### config.mk
export PLATFORM = sky130hd
export DESIGN_NAME = ansi_escape_cursor_engine
export DESIGN_NICKNAME = d
export VERILOG_FILES = /design/src/aece_pkg.sv /design/src/ansi_escape_cursor_engine.sv /design/src/aece_dp.sv /design/src/aece_ctrl.sv
export SDC_FILE = /design/constraint.sdc
export NUM_CORES = 1
export LEC_CHECK = 0
export ABC_AREA = 1
export BUFFER_PORTS_ARGS = -buffer_cell sky130_fd_sc_hd__buf_2
export CELL_PAD_IN_SITES_DETAIL_PLACEMENT = 1
export CELL_PAD_IN_SITES_GLOBAL_PLACEMENT = 1
export CORE_UTILIZATION = 51
export DETAILED_ROUTE_END_ITERATION = 12
export PLACE_DENSITY = 0.95
export SYNTH_ARGS = -nofsm -noshare
export SYNTH_HDL_FRONTEND = slang
export SYNTH_HIERARCHICAL = 1
export SYNTH_SLANG_ARGS = --single-unit
### constraint.sdc
create_clock -name clk -period 12 [get_ports clk]
set_clock_uncertainty 0.1 [all_clocks]
set_input_delay 2.4 -clock clk [delete_from_list [all_inputs] [get_ports clk]]
set_output_delay 2.4 -clock clk [all_outputs]
set_load 0.05 [all_outputs]
### src/aece_pkg.sv
`timescale 1ns / 1ps
// ----------------------------------------------------------------------------
// aece_pkg
// shared types and constants of the escape parser and cursor engine
// ----------------------------------------------------------------------------
package aece_pkg;

  localparam int MaxArgs   = 16;
  localparam int MaxCols   = 256;
  localparam int MaxRows   = 128;
  localparam int MaxBlanks = 64;

  localparam logic [15:0] ArgLimit = 16'hFFFF;

  localparam logic [7:0] ChBel   = 8'h07;
  localparam logic [7:0] ChTab   = 8'h09;
  localparam logic [7:0] ChLf    = 8'h0A;
  localparam logic [7:0] ChCr    = 8'h0D;
  localparam logic [7:0] ChEsc   = 8'h1B;
  localparam logic [7:0] ChSpace = 8'h20;
  localparam logic [7:0] ChLbr   = 8'h5B;
  localparam logic [7:0] ChRbr   = 8'h5D;
  localparam logic [7:0] ChQuest = 8'h3F;
  localparam logic [7:0] ChSemi  = 8'h3B;
  localparam logic [7:0] ChZero  = 8'h30;
  localparam logic [7:0] ChNine  = 8'h39;
  localparam logic [7:0] ChTilde = 8'h7E;
  localparam logic [7:0] FinLo   = 8'h40;
  localparam logic [7:0] FinHi   = 8'h7E;
  localparam logic [7:0] FinIch  = 8'h40;
  localparam logic [7:0] FinCuu  = 8'h41;
  localparam logic [7:0] FinCud  = 8'h42;
  localparam logic [7:0] FinCuf  = 8'h43;
  localparam logic [7:0] FinCub  = 8'h44;
  localparam logic [7:0] FinCnl  = 8'h45;
  localparam logic [7:0] FinCpl  = 8'h46;
  localparam logic [7:0] FinHpr  = 8'h61;
  localparam logic [7:0] FinVpr  = 8'h65;
  localparam logic [7:0] FinSgr  = 8'h6D;

  localparam logic [15:0] SgrFgExt = 16'd38;
  localparam logic [15:0] SgrBgExt = 16'd48;
  localparam logic [15:0] SgrIdx   = 16'd5;
  localparam logic [15:0] SgrRgb   = 16'd2;

  localparam logic [1:0] RegCols = 2'd0;
  localparam logic [1:0] RegRows = 2'd1;
  localparam logic [1:0] RegFg   = 2'd2;
  localparam logic [1:0] RegBg   = 2'd3;

  typedef enum logic [3:0] {
    OP_NOP, OP_CLAMP, OP_LF, OP_DRAW, OP_TAB, OP_CR,
    OP_UP, OP_DOWN, OP_RIGHT, OP_LEFT, OP_NEXT_LINE, OP_PREV_LINE,
    OP_SGR, OP_ARG_CLEAR, OP_ARG_DIGIT, OP_ARG_NEXT
  } dp_op_t;

  typedef struct packed {
    dp_op_t      op;
    logic [7:0]  glyph;
    logic        last;
    logic [3:0]  digit;
    logic [3:0]  sgr_idx;
  } ctrl_cmd_t;

  typedef struct packed {
    logic        out_free;
    logic [4:0]  nargs;
    logic [6:0]  ich_count;
    logic [15:0] sgr_code;
  } dp_stat_t;

  typedef struct packed {
    logic [8:0] screen_cols;
    logic [7:0] screen_rows;
    logic [3:0] default_fg;
    logic [3:0] default_bg;
  } cfg_t;

endpackage

### src/ansi_escape_cursor_engine.sv
`timescale 1ns / 1ps
// ----------------------------------------------------------------------------
// ansi_escape_cursor_engine
// terminal byte parser with cursor tracking, colours and attributes
// ----------------------------------------------------------------------------
// decode: a word enters the decode state in the cycle after it is accepted, and
//   waits there while its result would go into a full output register
// input: in_stall holds off a new word until the previous one is through; blank
//   insertion emits up to 64 blanks, attribute sequences walk the stored arguments
// reset: synchronous, clears parser, cursor, attributes and restores
//   the default screen size and colours
module ansi_escape_cursor_engine (
  input  logic        clk,
  input  logic        rst,
  input  logic        in_valid,
  output logic        in_stall,
  input  logic [7:0]  data_byte,
  output logic        out_valid,
  input  logic        out_stall,
  output logic        kind,
  output logic [7:0]  glyph,
  output logic [7:0]  col,
  output logic [6:0]  row,
  output logic [3:0]  fore_colour,
  output logic [3:0]  back_colour,
  output logic [7:0]  attributes,
  output logic        scroll_after,
  output logic        last,
  input  logic        psel,
  input  logic        penable,
  input  logic        pwrite,
  input  logic [3:0]  paddr,
  input  logic [31:0] pwdata,
  output logic [31:0] prdata,
  output logic        pready
);
  import aece_pkg::*;

  cfg_t      cfg;
  ctrl_cmd_t cmd;
  dp_stat_t  stat;

  assign pready = 1'b1;

  always_ff @(posedge clk) begin
    if (rst) begin
      cfg.screen_cols <= 9'd80;
      cfg.screen_rows <= 8'd24;
      cfg.default_fg  <= 4'd7;
      cfg.default_bg  <= 4'd0;
    end else if (psel && penable && pwrite) begin
      case (paddr[3:2])
        RegCols: cfg.screen_cols <= pwdata[8:0];
        RegRows: cfg.screen_rows <= pwdata[7:0];
        RegFg:   cfg.default_fg  <= pwdata[3:0];
        RegBg:   cfg.default_bg  <= pwdata[3:0];
        default: ;
      endcase
    end
  end

  always_comb begin
    case (paddr[3:2])
      RegCols: prdata = {23'd0, cfg.screen_cols};
      RegRows: prdata = {24'd0, cfg.screen_rows};
      RegFg:   prdata = {28'd0, cfg.default_fg};
      RegBg:   prdata = {28'd0, cfg.default_bg};
      default: prdata = 32'd0;
    endcase
  end

  aece_ctrl u_ctrl (
    .clk       (clk),
    .rst       (rst),
    .in_valid  (in_valid),
    .in_stall  (in_stall),
    .data_byte (data_byte),
    .stat      (stat),
    .cmd       (cmd)
  );

  aece_dp u_dp (
    .clk          (clk),
    .rst          (rst),
    .cfg          (cfg),
    .cmd          (cmd),
    .stat         (stat),
    .out_stall    (out_stall),
    .out_valid    (out_valid),
    .kind         (kind),
    .glyph        (glyph),
    .col          (col),
    .row          (row),
    .fore_colour  (fore_colour),
    .back_colour  (back_colour),
    .attributes   (attributes),
    .scroll_after (scroll_after),
    .last         (last)
  );

endmodule

### src/aece_dp.sv
`timescale 1ns / 1ps
// ----------------------------------------------------------------------------
// aece_dp
// cursor, colour, argument and output word registers
// ----------------------------------------------------------------------------
module aece_dp (
  input  logic               clk,
  input  logic               rst,
  input  aece_pkg::cfg_t     cfg,
  input  aece_pkg::ctrl_cmd_t cmd,
  output aece_pkg::dp_stat_t stat,
  input  logic               out_stall,
  output logic               out_valid,
  output logic               kind,
  output logic [7:0]         glyph,
  output logic [7:0]         col,
  output logic [6:0]         row,
  output logic [3:0]         fore_colour,
  output logic [3:0]         back_colour,
  output logic [7:0]         attributes,
  output logic               scroll_after,
  output logic               last
);
  import aece_pkg::*;

  logic [7:0]  cursor_col, cursor_col_next;
  logic [6:0]  cursor_row, cursor_row_next;
  logic [3:0]  cur_fg, cur_fg_next;
  logic [3:0]  cur_bg, cur_bg_next;
  logic [7:0]  cur_attr, cur_attr_next;
  logic [15:0] arg_store [MaxArgs];
  logic [15:0] acc;
  logic [4:0]  arg_count;

  logic [8:0]  eff_cols;
  logic [7:0]  eff_rows;
  logic [8:0]  cols_m1;
  logic [7:0]  rows_m1;
  logic [7:0]  lastc;
  logic [6:0]  lastr;
  logic [15:0] cnum;
  logic [19:0] acc_mul;
  logic [15:0] acc_new;
  logic [8:0]  tab_sum;
  logic [16:0] row_sum, col_sum;
  logic        emit, emit_kind, emit_scroll;
  logic [7:0]  emit_glyph, emit_col;
  logic [6:0]  emit_row;
  logic        row_wrap_scroll;
  logic [15:0] code;

  assign eff_cols = (cfg.screen_cols < 9'd4) ? 9'd4 :
                    (cfg.screen_cols > 9'(MaxCols)) ? 9'(MaxCols) : cfg.screen_cols;
  assign eff_rows = (cfg.screen_rows == 8'd0) ? 8'd1 :
                    (cfg.screen_rows > 8'(MaxRows)) ? 8'(MaxRows) : cfg.screen_rows;
  assign cols_m1 = eff_cols - 9'd1;
  assign rows_m1 = eff_rows - 8'd1;
  assign lastc   = cols_m1[7:0];
  assign lastr   = rows_m1[6:0];

  assign cnum    = (arg_store[0] == 16'd0) ? 16'd1 : arg_store[0];
  assign acc_mul = {acc, 3'b000} + {2'b00, acc, 1'b0} + {16'd0, cmd.digit};
  assign acc_new = (acc_mul > {4'd0, ArgLimit}) ? ArgLimit : acc_mul[15:0];
  assign tab_sum = {1'b0, cursor_col} + 9'd4;
  assign row_sum = {10'd0, cursor_row} + {1'b0, cnum};
  assign col_sum = {9'd0, cursor_col} + {1'b0, cnum};
  assign code    = arg_store[cmd.sgr_idx];
  assign row_wrap_scroll = (cursor_row >= lastr);

  assign stat.out_free  = !out_valid || !out_stall;
  assign stat.nargs     = (arg_count < 5'(MaxArgs)) ? arg_count + 5'd1 : 5'(MaxArgs);
  assign stat.ich_count = (cnum > 16'(MaxBlanks)) ? 7'(MaxBlanks) : cnum[6:0];
  assign stat.sgr_code  = code;

  always_comb begin
    cursor_col_next = cursor_col;
    cursor_row_next = cursor_row;
    emit        = 1'b0;
    emit_kind   = 1'b0;
    emit_scroll = 1'b0;
    emit_glyph  = 8'd0;
    emit_col    = 8'd0;
    emit_row    = 7'd0;
    case (cmd.op)
      OP_CLAMP: begin
        if (cursor_col > lastc) cursor_col_next = lastc;
        if (cursor_row > lastr) cursor_row_next = lastr;
      end
      OP_LF: begin
        cursor_col_next = 8'd0;
        if (row_wrap_scroll) begin
          cursor_row_next = lastr;
          emit        = 1'b1;
          emit_kind   = 1'b1;
          emit_scroll = 1'b1;
        end else begin
          cursor_row_next = cursor_row + 7'd1;
        end
      end
      OP_DRAW: begin
        emit       = 1'b1;
        emit_glyph = cmd.glyph;
        emit_col   = cursor_col;
        emit_row   = cursor_row;
        if (cursor_col >= lastc) begin
          cursor_col_next = 8'd0;
          if (row_wrap_scroll) begin
            cursor_row_next = lastr;
            emit_scroll     = 1'b1;
          end else begin
            cursor_row_next = cursor_row + 7'd1;
          end
        end else begin
          cursor_col_next = cursor_col + 8'd1;
        end
      end
      OP_TAB: begin
        if (tab_sum >= eff_cols) begin
          cursor_col_next = 8'(tab_sum - eff_cols);
          if (row_wrap_scroll) begin
            cursor_row_next = lastr;
            emit        = 1'b1;
            emit_kind   = 1'b1;
            emit_scroll = 1'b1;
          end else begin
            cursor_row_next = cursor_row + 7'd1;
          end
        end else begin
          cursor_col_next = tab_sum[7:0];
        end
      end
      OP_CR: cursor_col_next = 8'd0;
      OP_UP: cursor_row_next = (cnum >= {9'd0, cursor_row}) ? 7'd0 : cursor_row - cnum[6:0];
      OP_DOWN: cursor_row_next = (row_sum > {10'd0, lastr}) ? lastr : row_sum[6:0];
      OP_RIGHT: cursor_col_next = (col_sum > {9'd0, lastc}) ? lastc : col_sum[7:0];
      OP_LEFT: cursor_col_next = (cnum >= {8'd0, cursor_col}) ? 8'd0 : cursor_col - cnum[7:0];
      OP_NEXT_LINE: begin
        cursor_col_next = 8'd0;
        cursor_row_next = (row_sum > {10'd0, lastr}) ? lastr : row_sum[6:0];
      end
      OP_PREV_LINE: begin
        cursor_col_next = 8'd0;
        cursor_row_next = (cnum >= {9'd0, cursor_row}) ? 7'd0 : cursor_row - cnum[6:0];
      end
      default: ;
    endcase
  end

  always_comb begin
    cur_fg_next   = cur_fg;
    cur_bg_next   = cur_bg;
    cur_attr_next = cur_attr;
    if (cmd.op == OP_SGR) begin
      case (code)
        16'd0: begin
          cur_fg_next   = cfg.default_fg;
          cur_bg_next   = cfg.default_bg;
          cur_attr_next = 8'd0;
        end
        16'd1: cur_attr_next = cur_attr | 8'h01;
        16'd2: cur_attr_next = cur_attr | 8'h02;
        16'd3: cur_attr_next = cur_attr | 8'h04;
        16'd4: cur_attr_next = cur_attr | 8'h08;
        16'd5, 16'd6: cur_attr_next = cur_attr | 8'h10;
        16'd7: cur_attr_next = cur_attr | 8'h20;
        16'd8: cur_attr_next = cur_attr | 8'h40;
        16'd9: cur_attr_next = cur_attr | 8'h80;
        16'd22: cur_attr_next = cur_attr & ~8'h03;
        16'd23: cur_attr_next = cur_attr & ~8'h04;
        16'd24: cur_attr_next = cur_attr & ~8'h08;
        16'd25: cur_attr_next = cur_attr & ~8'h10;
        16'd27: cur_attr_next = cur_attr & ~8'h20;
        16'd28: cur_attr_next = cur_attr & ~8'h40;
        16'd29: cur_attr_next = cur_attr & ~8'h80;
        16'd39: cur_fg_next = cfg.default_fg;
        16'd49: cur_bg_next = cfg.default_bg;
        default: begin
          if (code >= 16'd30 && code <= 16'd37) cur_fg_next = 4'(code - 16'd30);
          else if (code >= 16'd40 && code <= 16'd47) cur_bg_next = 4'(code - 16'd40);
          else if (code >= 16'd90 && code <= 16'd97) cur_fg_next = 4'(code - 16'd82);
          else if (code >= 16'd100 && code <= 16'd107) cur_bg_next = 4'(code - 16'd92);
        end
      endcase
    end
  end

  always_ff @(posedge clk) begin
    if (rst) begin
      cursor_col <= 8'd0;
      cursor_row <= 7'd0;
      cur_fg     <= 4'd7;
      cur_bg     <= 4'd0;
      cur_attr   <= 8'd0;
      arg_count  <= 5'd0;
      acc        <= 16'd0;
      out_valid  <= 1'b0;
      for (int i = 0; i < MaxArgs; i++) arg_store[i] <= 16'd0;
    end else begin
      cursor_col <= cursor_col_next;
      cursor_row <= cursor_row_next;
      cur_fg     <= cur_fg_next;
      cur_bg     <= cur_bg_next;
      cur_attr   <= cur_attr_next;
      case (cmd.op)
        OP_ARG_CLEAR: begin
          arg_count <= 5'd0;
          acc       <= 16'd0;
          for (int i = 0; i < MaxArgs; i++) arg_store[i] <= 16'd0;
        end
        OP_ARG_DIGIT: begin
          if (arg_count < 5'(MaxArgs)) begin
            acc <= acc_new;
            arg_store[arg_count[3:0]] <= acc_new;
          end
        end
        OP_ARG_NEXT: begin
          if (arg_count < 5'(MaxArgs)) begin
            arg_count <= arg_count + 5'd1;
            acc       <= 16'd0;
          end
        end
        default: ;
      endcase
      if (emit) out_valid <= 1'b1;
      else if (!out_stall) out_valid <= 1'b0;
    end
  end

  always_ff @(posedge clk) begin
    if (emit) begin
      kind         <= emit_kind;
      glyph        <= emit_glyph;
      col          <= emit_col;
      row          <= emit_row;
      fore_colour  <= emit_kind ? 4'd0 : cur_fg;
      back_colour  <= emit_kind ? 4'd0 : cur_bg;
      attributes   <= emit_kind ? 8'd0 : cur_attr;
      scroll_after <= emit_scroll;
      last         <= cmd.last;
    end
  end

endmodule

### src/aece_ctrl.sv
`timescale 1ns / 1ps
// ----------------------------------------------------------------------------
// aece_ctrl
// escape parser and sequencer for blank insertion and attribute walks
// ----------------------------------------------------------------------------
module aece_ctrl (
  input  logic                clk,
  input  logic                rst,
  input  logic                in_valid,
  output logic                in_stall,
  input  logic [7:0]          data_byte,
  input  aece_pkg::dp_stat_t  stat,
  output aece_pkg::ctrl_cmd_t cmd
);
  import aece_pkg::*;

  typedef enum logic [2:0] {S_IDLE, S_DECODE, S_ICH, S_SGR, S_SGR_EXT} seq_t;
  typedef enum logic [2:0] {P_GROUND, P_ESC, P_CSI_START, P_CSI_ARGS, P_OSC} parse_t;

  seq_t       state, state_next;
  parse_t     parse_state, parse_state_next;
  logic [7:0] byte_q;
  logic [6:0] ich_left, ich_left_next;
  logic [4:0] sgr_i, sgr_i_next;
  logic       is_digit, is_final, needs_out;

  assign is_digit = (byte_q >= ChZero) && (byte_q <= ChNine);
  assign is_final = (byte_q >= FinLo) && (byte_q <= FinHi);
  assign in_stall = (state != S_IDLE);

  always_comb begin
    state_next       = state;
    parse_state_next = parse_state;
    ich_left_next    = ich_left;
    sgr_i_next       = sgr_i;
    cmd.op           = OP_NOP;
    cmd.glyph        = byte_q;
    cmd.last         = 1'b1;
    cmd.digit        = byte_q[3:0];
    cmd.sgr_idx      = sgr_i[3:0];
    needs_out        = (byte_q == ChLf) ||
                       (parse_state == P_GROUND && (byte_q == ChTab ||
                        (byte_q >= ChSpace && byte_q <= ChTilde)));
    case (state)
      S_IDLE: begin
        if (in_valid) begin
          cmd.op     = OP_CLAMP;
          state_next = S_DECODE;
        end
      end
      S_DECODE: begin
        if (!(needs_out && !stat.out_free)) begin
          state_next = S_IDLE;
          if (byte_q == ChLf) begin
            cmd.op           = OP_LF;
            parse_state_next = P_GROUND;
          end else begin
            case (parse_state)
              P_ESC: begin
                if (byte_q == ChLbr) begin
                  cmd.op           = OP_ARG_CLEAR;
                  parse_state_next = P_CSI_START;
                end else if (byte_q == ChRbr) begin
                  parse_state_next = P_OSC;
                end else begin
                  parse_state_next = P_GROUND;
                end
              end
              P_OSC: if (byte_q == ChBel) parse_state_next = P_GROUND;
              P_CSI_START, P_CSI_ARGS: begin
                parse_state_next = P_CSI_ARGS;
                if (parse_state == P_CSI_START && byte_q == ChQuest) begin
                  cmd.op = OP_NOP;
                end else if (is_digit) begin
                  cmd.op = OP_ARG_DIGIT;
                end else if (byte_q == ChSemi) begin
                  cmd.op = OP_ARG_NEXT;
                end else if (is_final) begin
                  parse_state_next = P_GROUND;
                  case (byte_q)
                    FinIch: begin
                      ich_left_next = stat.ich_count;
                      state_next    = S_ICH;
                    end
                    FinCuu: cmd.op = OP_UP;
                    FinCud, FinVpr: cmd.op = OP_DOWN;
                    FinCuf, FinHpr: cmd.op = OP_RIGHT;
                    FinCub: cmd.op = OP_LEFT;
                    FinCnl: cmd.op = OP_NEXT_LINE;
                    FinCpl: cmd.op = OP_PREV_LINE;
                    FinSgr: begin
                      sgr_i_next = 5'd0;
                      state_next = S_SGR;
                    end
                    default: ;
                  endcase
                end else begin
                  parse_state_next = (byte_q == ChEsc) ? P_ESC : P_GROUND;
                end
              end
              default: begin
                parse_state_next = P_GROUND;
                if (byte_q == ChEsc) parse_state_next = P_ESC;
                else if (byte_q == ChTab) cmd.op = OP_TAB;
                else if (byte_q == ChCr) cmd.op = OP_CR;
                else if (byte_q >= ChSpace && byte_q <= ChTilde) cmd.op = OP_DRAW;
              end
            endcase
          end
        end
      end
      S_ICH: begin
        if (stat.out_free) begin
          cmd.op        = OP_DRAW;
          cmd.glyph     = ChSpace;
          cmd.last      = (ich_left == 7'd1);
          ich_left_next = ich_left - 7'd1;
          if (ich_left == 7'd1) state_next = S_IDLE;
        end
      end
      S_SGR: begin
        if (sgr_i >= stat.nargs) begin
          state_next = S_IDLE;
        end else if (stat.sgr_code == SgrFgExt || stat.sgr_code == SgrBgExt) begin
          sgr_i_next = sgr_i + 5'd1;
          if (sgr_i + 5'd1 < stat.nargs) state_next = S_SGR_EXT;
        end else begin
          cmd.op     = OP_SGR;
          sgr_i_next = sgr_i + 5'd1;
        end
      end
      S_SGR_EXT: begin
        state_next = S_SGR;
        if (stat.sgr_code == SgrIdx) sgr_i_next = sgr_i + 5'd2;
        else if (stat.sgr_code == SgrRgb) sgr_i_next = sgr_i + 5'd4;
      end
      default: state_next = S_IDLE;
    endcase
  end

  always_ff @(posedge clk) begin
    if (rst) begin
      state       <= S_IDLE;
      parse_state <= P_GROUND;
      ich_left    <= 7'd0;
      sgr_i       <= 5'd0;
    end else begin
      state       <= state_next;
      parse_state <= parse_state_next;
      ich_left    <= ich_left_next;
      sgr_i       <= sgr_i_next;
    end
    if (state == S_IDLE && in_valid) byte_q <= data_byte;
  end

  a_draw_free: assert property (@(posedge clk) disable iff (rst)
    (cmd.op == OP_DRAW || cmd.op == OP_LF || cmd.op == OP_TAB) |-> stat.out_free)
    else $error("result issued into a full output register");
  a_ich_nonzero: assert property (@(posedge clk) disable iff (rst)
    (state == S_ICH) |-> (ich_left != 7'd0))
    else $error("blank insertion with no blanks left");
  a_ext_in_range: assert property (@(posedge clk) disable iff (rst)
    (state == S_SGR_EXT) |-> (sgr_i < stat.nargs))
    else $error("extended colour operand read past the argument list");
  a_accept_decode: assert property (@(posedge clk) disable iff (rst)
    (state == S_IDLE && in_valid) |=> (state == S_DECODE))
    else $error("accepted word not decoded");

endmodule
* Yosys cells after proc, flatten, opt, wreduce, memory -nomap -nowiden
Memory sizes are Yosys's and may differ from the RTL's. A register that Yosys moved wholly into a read port is not among the register bits.
Cells that the tools add are included.
** Word-level totals
- RAM bits :: 256
- Memories :: 1
- Word-level logic and storage cells :: 431
- Bits in latches :: 0
- Bits in read-only memories :: 0
- Input port bits :: 51
- Output and inout port bits :: 77
- Register bits :: 146
** Memories
- u_dp.arg_store :: words 16, bits a word 16, rd ports 2, clocked after memory_dff 1, write ports 16, line aece_dp.sv:31 : logic [15:0] arg_store [MaxArgs];
** Cells by class
- Shift operators :: 0
- Div/mod/pow operators :: 0
- Order comparisons :: 30
- Bitwise logic cells :: 34
- Reductions and logical operators :: 78
- Mux-type cells :: 141
- Add/sub/neg operators :: 21
- Equal/unequal tests :: 93
- Multipliers :: 0
** Operators by type and width (number)
- $mux W16 :: 21
- $pmux W32 S4 :: 1
- $pmux W8 S16 :: 1
- $mux W7 :: 18
- $reduce_and A15 Y1 :: 8
- $eq A16 B5 Y1 const B :: 7
- $eq A8 B7 Y1 const B :: 12
- $mux W4 :: 22
- $mux W5 :: 13
- $eq A16 B3 Y1 const B :: 4
- $eq A16 B6 Y1 const B :: 4
- $mux W3 :: 21
- $pmux W16 S3 :: 1
- $pmux W8 S6 :: 1
- $pmux W7 S6 :: 1
- $mux W8 :: 5
- $reduce_bool A3 Y1 :: 13
- $reduce_or A17 Y1 :: 2
- $eq A16 B2 Y1 const B :: 2
- $eq A16 B4 Y1 const B :: 2
- $eq A4 B4 Y1 const B :: 8
- $ge A16 B7 Y1 const B :: 2
- $le A16 B6 Y1 const B :: 2
- $le A16 B7 Y1 const B :: 2
- 94 further kinds :: 224

* Depth between registers and ports, before layout
Gate-level depths: netlist of run 1.
- Depth after elaboration :: 17
- Depth in mapped cells :: 34
- Gate-level depth less buffers :: 30

* Hierarchy
Netlist of run 1, hierarchy kept.
** By module, submodules not included
- aece_dp :: cells an instance 3016, times used 1, area an instance 23658.9 µm², seq. area each 10009.6 µm²
- aece_ctrl :: cells an instance 420, times used 1, area an instance 2567.5 µm², seq. area each 600.6 µm²
- ansi_escape_cursor_engine :: cells an instance 206, times used 1, area an instance 1360.1 µm², seq. area each 500.5 µm²

* Worst setup path before layout of run 1
OpenSTA, ideal clock, no wires.
- Path type :: input to register
- Start point :: input out_stall
- End point :: memory u_dp.arg_store[0][0] (enable)
- Library setup time :: 411 ps
- Setup slack :: 6265 ps
- Arrival time :: 5224 ps
- Buffers on the path :: 0
- Data required time :: 11489 ps
- Cell stages on the path :: 15
- Path through :: nand2_1 -> inv_1 -> nand2_2 -> nand2_1 -> nor2_1 -> nand3_1 -> nand2_1 -> nand2_1 -> inv_1 -> nand2_1 -> nor2_1 -> nand2_1 -> inv_1 -> nand2_1 -> o21ai_0
** RTL lines
- start, declared :: line ansi_escape_cursor_engine.sv:19 : input logic out_stall,
- end, declared :: line aece_dp.sv:31

==> flow_metrics.py, run 1 <==
metrics = {
    "grt": {
        "track_usage_pct": 36.2,
        "antenna_found_initial": 1,
        "grt_pass1_wl_um": 154000,
        "overflow": 0,
        "grt_max_degree": 73,
        "grt_pass1_vias": 28000,
    },
    "clocking": {
        "clk_latency_ns": 0.63,
        "cts_max_level": 2,
        "cts-root-buf": "clkbuf_16",
        "cts_buffers": 44,
        "clockBufferDepth": 3,
        "cts_sinks": 402,
        "ctsResizeCount": 0,
        "hold_buffers": 0,
        "clkTransAtPathRegs_ns": 0.06,
        "postCtsSetupBuffers": 0,
        "cts_tree": "done",
    },
    "sta": {
        "finalSetupViolations": 0,
        "fin_crit_ns": 7.28,
        "layout_setup_ws_ns": 4.72,
        "slew_headroom_pct": 16.7,
        "timing.final.hold_violations": 0,
        "slew_viol_final": 0,
        "rsz0062_at_grt": "no",
        "min_period_over_period_pct": 60.7,
        "max_freq_ghz": 0.137,
        "tns_ns": 0,
        "tightest_slew_ns": 1.25,
    },
    "route": {
        "detail_route.vias_per_cell": 6.02,
        "dr.pass1.iters": 5,
        "antenna_left": 0,
        "drt_iter0_markers": 2210,
        "routed_wl_um": 100000,
        "drc": 0,
        "num_vias": 26400,
        "wl_per_cell_um": 22.8,
    },
    "synthesis": {
        "synth_area_leader_cell": "edfxtp_1",
        "synth_cells": 3642,
        "yosys_warnings": 6,
        "synth_fa_ha_area_share_pct": 7.16,
        "synth_most_common_cell": "nand2_1",
        "synth.distinct_cells": 69,
        "synth_xor_xnor_area_share_pct": 2.25,
        "synth_top_flop_cell": "edfxtp_1",
        "synth_edf_count": 306,
        "syn_avg_cell_area_um2": 7.57,
        "muxShareOfSynthArea_pct": 0,
        "synth_compound_area_share_pct": 10.7,
        "yosys-top-cells-count": "834 x nand2_1, 558 x inv_1, 508 x nor2_1",
        "synth_top_area_share_pct": 33.3,
        "async_reset_ff_share_pct": 0,
        "synthSimpleGateAreaFrac_pct": 27.7,
        "synthTopCellsByArea": "edfxtp_1 33%, nand2_1 11%, inv_1 7.6%",
        "ys_seq_elements": 402,
        "synth_area_um2": 27600,
        "ys_seq_area_share_pct": 40.3,
        "synth_top_family_by_area": "simple AND/OR/NAND/NOR gates",
    },
    "floorplanning": {
        "num_rows": 84,
        "die_w_um": 235,
        "die-area_um2": 55000,
        "core_um2": 53000,
        "ioPinCount": 128,
        "start_util_pct": 52.1,
        "die_y_um": 235,
    },
    "critical_path": {
        "worstPathArrival_ns": 7.39,
        "critPathKind": "reg -> reg",
        "crit_path_end_kind": "flop",
        "cp.required_ns": 12.11,
        "cp-start-kind": "flop",
        "crit_fanout": 71,
    },
    "min_path": {
        "hold_class": "reg -> reg",
    },
    "pwr": {
        "p_leak_nw": 14.7,
        "finalPower_w": 0.00493,
        "vdd_drop_max_v": 0.000125,
        "power_density_nw_per_um2": 166,
    },
    "status": {
        "status": "completed",
    },
    "cells_and_area": {
        "post_route_cells_drive_above_1_share_pct": 8.50,
        "nNetsFinal": 3873,
        "n_antenna_cell": 0,
        "n_fill_cell": 6643,
        "syn2layout_area_growth_pct": 7.34,
        "finalInstanceArea_um2": 29600,
        "final_util_pct": 55.9,
    },
    "placed_design": {
        "place_ws_ns": 5.16,
        "dpl.hpwl_um": 65400,
        "placed_cell_area_um2": 28200,
        "port_buffers": 78,
        "gp_congestion": 0.955,
    },
    "run": {
        "cap_violations": 0,
    },
}
==> state kept, by name, summed over array words and instances, names as in the netlist, 8 cells and up <==
name and cells:
u_dp/col 8, u_dp/cursor_col 8, u_dp/arg_store 256, u_dp/attributes 8, u_dp/acc 16, cfg 25
u_dp/glyph 8, u_dp/cur_attr 8, u_ctrl/byte_q 8
==> power breakdown <==
group / switching [W] / leakage [nW] / internal, W / total, W
Clock: 0.000636 / 0.708 / 0.000783 / 0.00142
Sequential: 0.000103 / 3.80 / 0.00164 / 0.00174
Combinational: 0.00132 / 10.2 / 0.000450 / 0.00177
Total: 0.00206 / 14.7 / 0.00287 / 0.00493
==> cells in the final DEF (no fill, tap or decap), drive strengths merged, types with 6 or more instances in the layout <==
master / count
a21o: 7
a21oi: 140
a31oi: 6
buf: 117
clkbuf: 53
clkinv: 24
conb: 24
dfxtp: 96
edfxtp: 306
fa: 8
ha: 145
inv: 583
nand2: 859
nand3: 261
nand3b: 12
nand4: 55
nor2: 536
nor3: 25
o211ai: 67
o21ai: 244
o21bai: 6
xnor2: 17
xor2: 54
==> logic make-up after synthesis <==
group,count (synthesis)
adder cells (fa/ha/maj),153
flip-flops,402
AO/OA/AOI/OAI,505
XOR/XNOR,71
other,2
AND/OR/NAND/NOR,1765
buffers and inverters,744
==> layout make-up <==
type / instances / area, µm² / area share, %
clock buffers: 53 / 1160 / 3.90
well taps: 688 / 861 / 2.91
repair buffers: 117 / 683 / 2.31
clock inverters: 28 / 299 / 1.01
multi-input cells: 2518 / 13300 / 44.9
inverters: 586 / 2210 / 7.47
flip-flops and latches: 402 / 11100 / 37.5
==> critical path, stage by stage, from the launching register on <==
cell and delay [ns]:
dfxtp_2 0.31, buf_4 0.36, inv_2 0.13, buf_4 0.74, nor2_1 0.13, o21ai_0 0.16, o211ai_1 0.14, nand3_1 0.21
nand2_1 0.23, nor2_1 0.18, nand2_1 0.07, nor2_1 0.50, nand2_1 0.14, nor2_1 0.11, nor2_1 0.07, inv_1 0.08
o21ai_0 0.24, nor2_1 0.25, inv_1 0.10, nor2_1 0.36, clkinv_1 0.88, nand2_2 1.26
==> routing by layer <==
metal | wire (µm) | track usage [%] | vias up | part of all wire [%]
met4 | 6590 | 23.6 | 2 | 6.6
li1 | - | - | 11800 | -
met2 | 48700 | 62.2 | 1334 | 49
met1 | 37300 | 41.3 | 12900 | 37
met5 | 7 | 0 | - | 0.0070
met3 | 7560 | 6.72 | 455 | 7.5
==> stage by stage <==
| stage | instances | hold slack (ns) |
|---|---|---|
| 4_1_cts | 4392 | 0.360 |
| 3_5_place_dp | 4311 | 0.344 |
| 5_1_grt | 4392 | 0.387 |
| 2_1_floorplan | 3664 | 0.329 |
| 6_report | 4392 | 0.358 |
| 3_3_place_gp | 4311 | 0.341 |
==> worst paths after layout <==
check	startpoint	endpoint	slack (ns)	cells after the start
min	u_dp/cur_fg[2]	u_dp/cur_fg[2]	0.36	2
max reg2reg	u_ctrl/sgr_i[1]	u_dp/last	4.72	21
min reg2reg	u_dp/cur_fg[2]	u_dp/cur_fg[2]	0.36	2
max	u_ctrl/sgr_i[1]	u_dp/last	4.72	21
Note: power is estimated with default switching activity, not from simulation.
==> run 2: changes to the inputs <==
Settings changed: CORE_UTILIZATION 51 to 42, PLACE_DENSITY 0.95 to 0.85.
Clock period 12 ns to 6.5 ns, I/O delays scaled along.
==> run 2 against run 1 <==
Compared with the run above: first-iteration DRC count down 13%; final cell count up 4.2%; utilization down 9.6 points; sequential share of layout area down 0.40 points; routed wire length down 12%; die area up 21%.
==> flow_metrics.py, run 2 (same netlist as run 1, synthesis figures left out) <==
metrics = {
    "placed_design": {
        "port_buffers": 78,
        "place_ws_ns": 0.768,
        "dpl.hpwl_um": 61800,
        "gp_congestion": 0.924,
        "placed_cell_area_um2": 28500,
    },
    "route": {
        "num_vias": 24900,
        "dr.pass1.iters": 5,
        "drc": 0,
        "drt_iter0_markers": 1919,
        "wl_per_cell_um": 19.2,
        "detail_route.vias_per_cell": 5.43,
        "antenna_left": 0,
        "routed_wl_um": 88000,
    },
    "pwr": {
        "p_sw_share_pct": 40.5,
        "vdd_drop_max_v": 0.000214,
        "power.share.sequential_pct": 36.0,
        "p_leak_nw": 14.7,
        "finalPower_w": 0.00887,
        "p_comb_share_pct": 35.3,
        "intPower_w": 0.00528,
        "p_sw_w": 0.00359,
        "p_clk_share_pct": 28.7,
        "power_density_nw_per_um2": 296,
    },
    "clocking": {
        "cts-root-buf": "clkbuf_16",
        "cts_tree": "done",
        "cts_sinks": 402,
        "cts_buffers": 47,
        "cts_max_level": 2,
        "clkTransAtPathRegs_ns": 0.06,
        "postCtsSetupBuffers": 0,
        "clk_latency_ns": 0.61,
        "clockBufferDepth": 3,
    },
    "grt": {
        "track_usage_pct": 26.3,
        "grt_pass1_vias": 25900,
        "grt_max_degree": 136,
        "antenna_found_initial": 0,
        "overflow": 0,
        "grt_pass1_wl_um": 139000,
    },
    "sta": {
        "fin_crit_ns": 5.67,
        "rsz0062_at_grt": "no",
        "max_freq_ghz": 0.176,
        "layout_setup_ws_ns": 0.830,
        "finalSetupViolations": 0,
        "tns_ns": 0,
        "min_period_over_period_pct": 87.2,
        "fin_hold_ws_ns": 0.359,
        "slew_viol_final": 0,
        "slew_headroom_pct": 23.2,
        "timing.final.hold_violations": 0,
        "tightest_slew_ns": 1.15,
    },
    "cells_and_area": {
        "register_area_um2": 11100,
        "largest-register": "u_dp/arg_store",
        "top_regs": "u_dp/arg_store (256), cfg (25), u_dp/acc (16)",
        "finalInstanceArea_um2": 29900,
        "layout_common_cells": "833 x nand2_1, 558 x inv_1, 505 x nor2_1",
        "n_fill_cell": 8159,
        "multi_input_area_um2": 13300,
        "n_antenna_cell": 0,
        "final_common_cell": "nand2_1",
        "post_route_cells_drive_above_1_share_pct": 8.84,
        "syn2layout_area_growth_pct": 8.51,
        "nNetsFinal": 3889,
        "largest_reg_flops": 256,
    },
    "critical_path": {
        "crit_fanout": 125,
        "critPathMaxStageDelay_ns": 0.87,
        "cpMaxStageDelayCell": "nor2_1",
        "cp.required_ns": 6.87,
        "path_delay_family": "simple AND/OR/NAND/NOR gates",
        "crit_path_end_kind": "flop",
        "worstPathArrival_ns": 6.04,
        "critical_path.most_common_cell": "nand2_1",
        "critPathKind": "reg -> reg",
        "path_buf_inv": 5,
        "cp-start-kind": "flop",
        "reg2reg_slack_ns": 0.83,
    },
    "floorplanning": {
        "core_um2": 64700,
        "die-area_um2": 66700,
        "die_w_um": 258,
        "num_rows": 93,
        "die_y_um": 258,
        "ioPinCount": 128,
        "start_util_pct": 42.6,
    },
    "min_path": {
        "hold_class": "reg -> reg",
    },
    "run": {
        "cap_violations": 0,
    },
    "status": {
        "status": "completed",
    },
}
run 2: changes by cell type in the layout (fill, tap and decap cells not counted), sizes merged:
cell,previous run,this run
buf,117,130
clkbuf,53,61
clkinv,24,30
bufinv,4,0
inv,583,580
clkinvlp,3,2
run 2: tightest hold or removal path: stages, from the launching register on:
cell     delay, ns
dfxtp_1       0.32
nand2_1       0.05
nand3_1       0.05
run 2: final timing paths:
path / end / start / cells after the start
setup / recovery: u_dp/arg_store[1][1] / u_ctrl/sgr_i[0] / 25
setup reg to reg: u_dp/arg_store[1][1] / u_ctrl/sgr_i[0] / 25
hold / removal: u_dp/cur_fg[1] / u_dp/cur_fg[1] / 2
hold reg to reg: u_dp/cur_fg[1] / u_dp/cur_fg[1] / 2
run 2: routing by layer:
layer	wire length, µm	up-vias	global-route usage [%]	part of all wire (%)
met5	0	-	0	0
met4	3080	0	10.0	3.5
met1	37400	12200	32.6	42
met3	4050	177	2.54	4.6
li1	-	11800	-	-
met2	43500	679	46.9	49
run 2: repair_timing:
item	CTS	global route
hold buffers	0	0
gates resized for setup	0	3
endpoints found under the setup margin	0	5
endpoints found under the hold margin	0	0
run 2: cell type report:
class | count | area share [%]
inverters | 586 | 7.39
well taps | 855 | 3.57
repair buffers | 130 | 2.65
clock inverters | 26 | 0.573
flip-flops and latches | 402 | 37.1
multi-input cells | 2518 | 44.4
clock buffers | 61 | 4.31
run 2: power groups by stage:
stage                     Sequential [W]  Clock [W]  Combinational, W
after floorplan                  0.00343          0           0.00201
after global placement           0.00323          0           0.00299
after detailed placement         0.00324          0           0.00308
after CTS                        0.00319    0.00259           0.00311
after global routing             0.00321    0.00268           0.00344
final                            0.00319    0.00254           0.00313
run 2: stage by stage:
step / cells / util (%)
after floorplan: 3664 / -
after global placement: 4491 / 44.0
after detailed placement: 4491 / 44.0
after CTS: 4578 / 46.3
after global routing: 4578 / 46.3
final: 4578 / 46.3
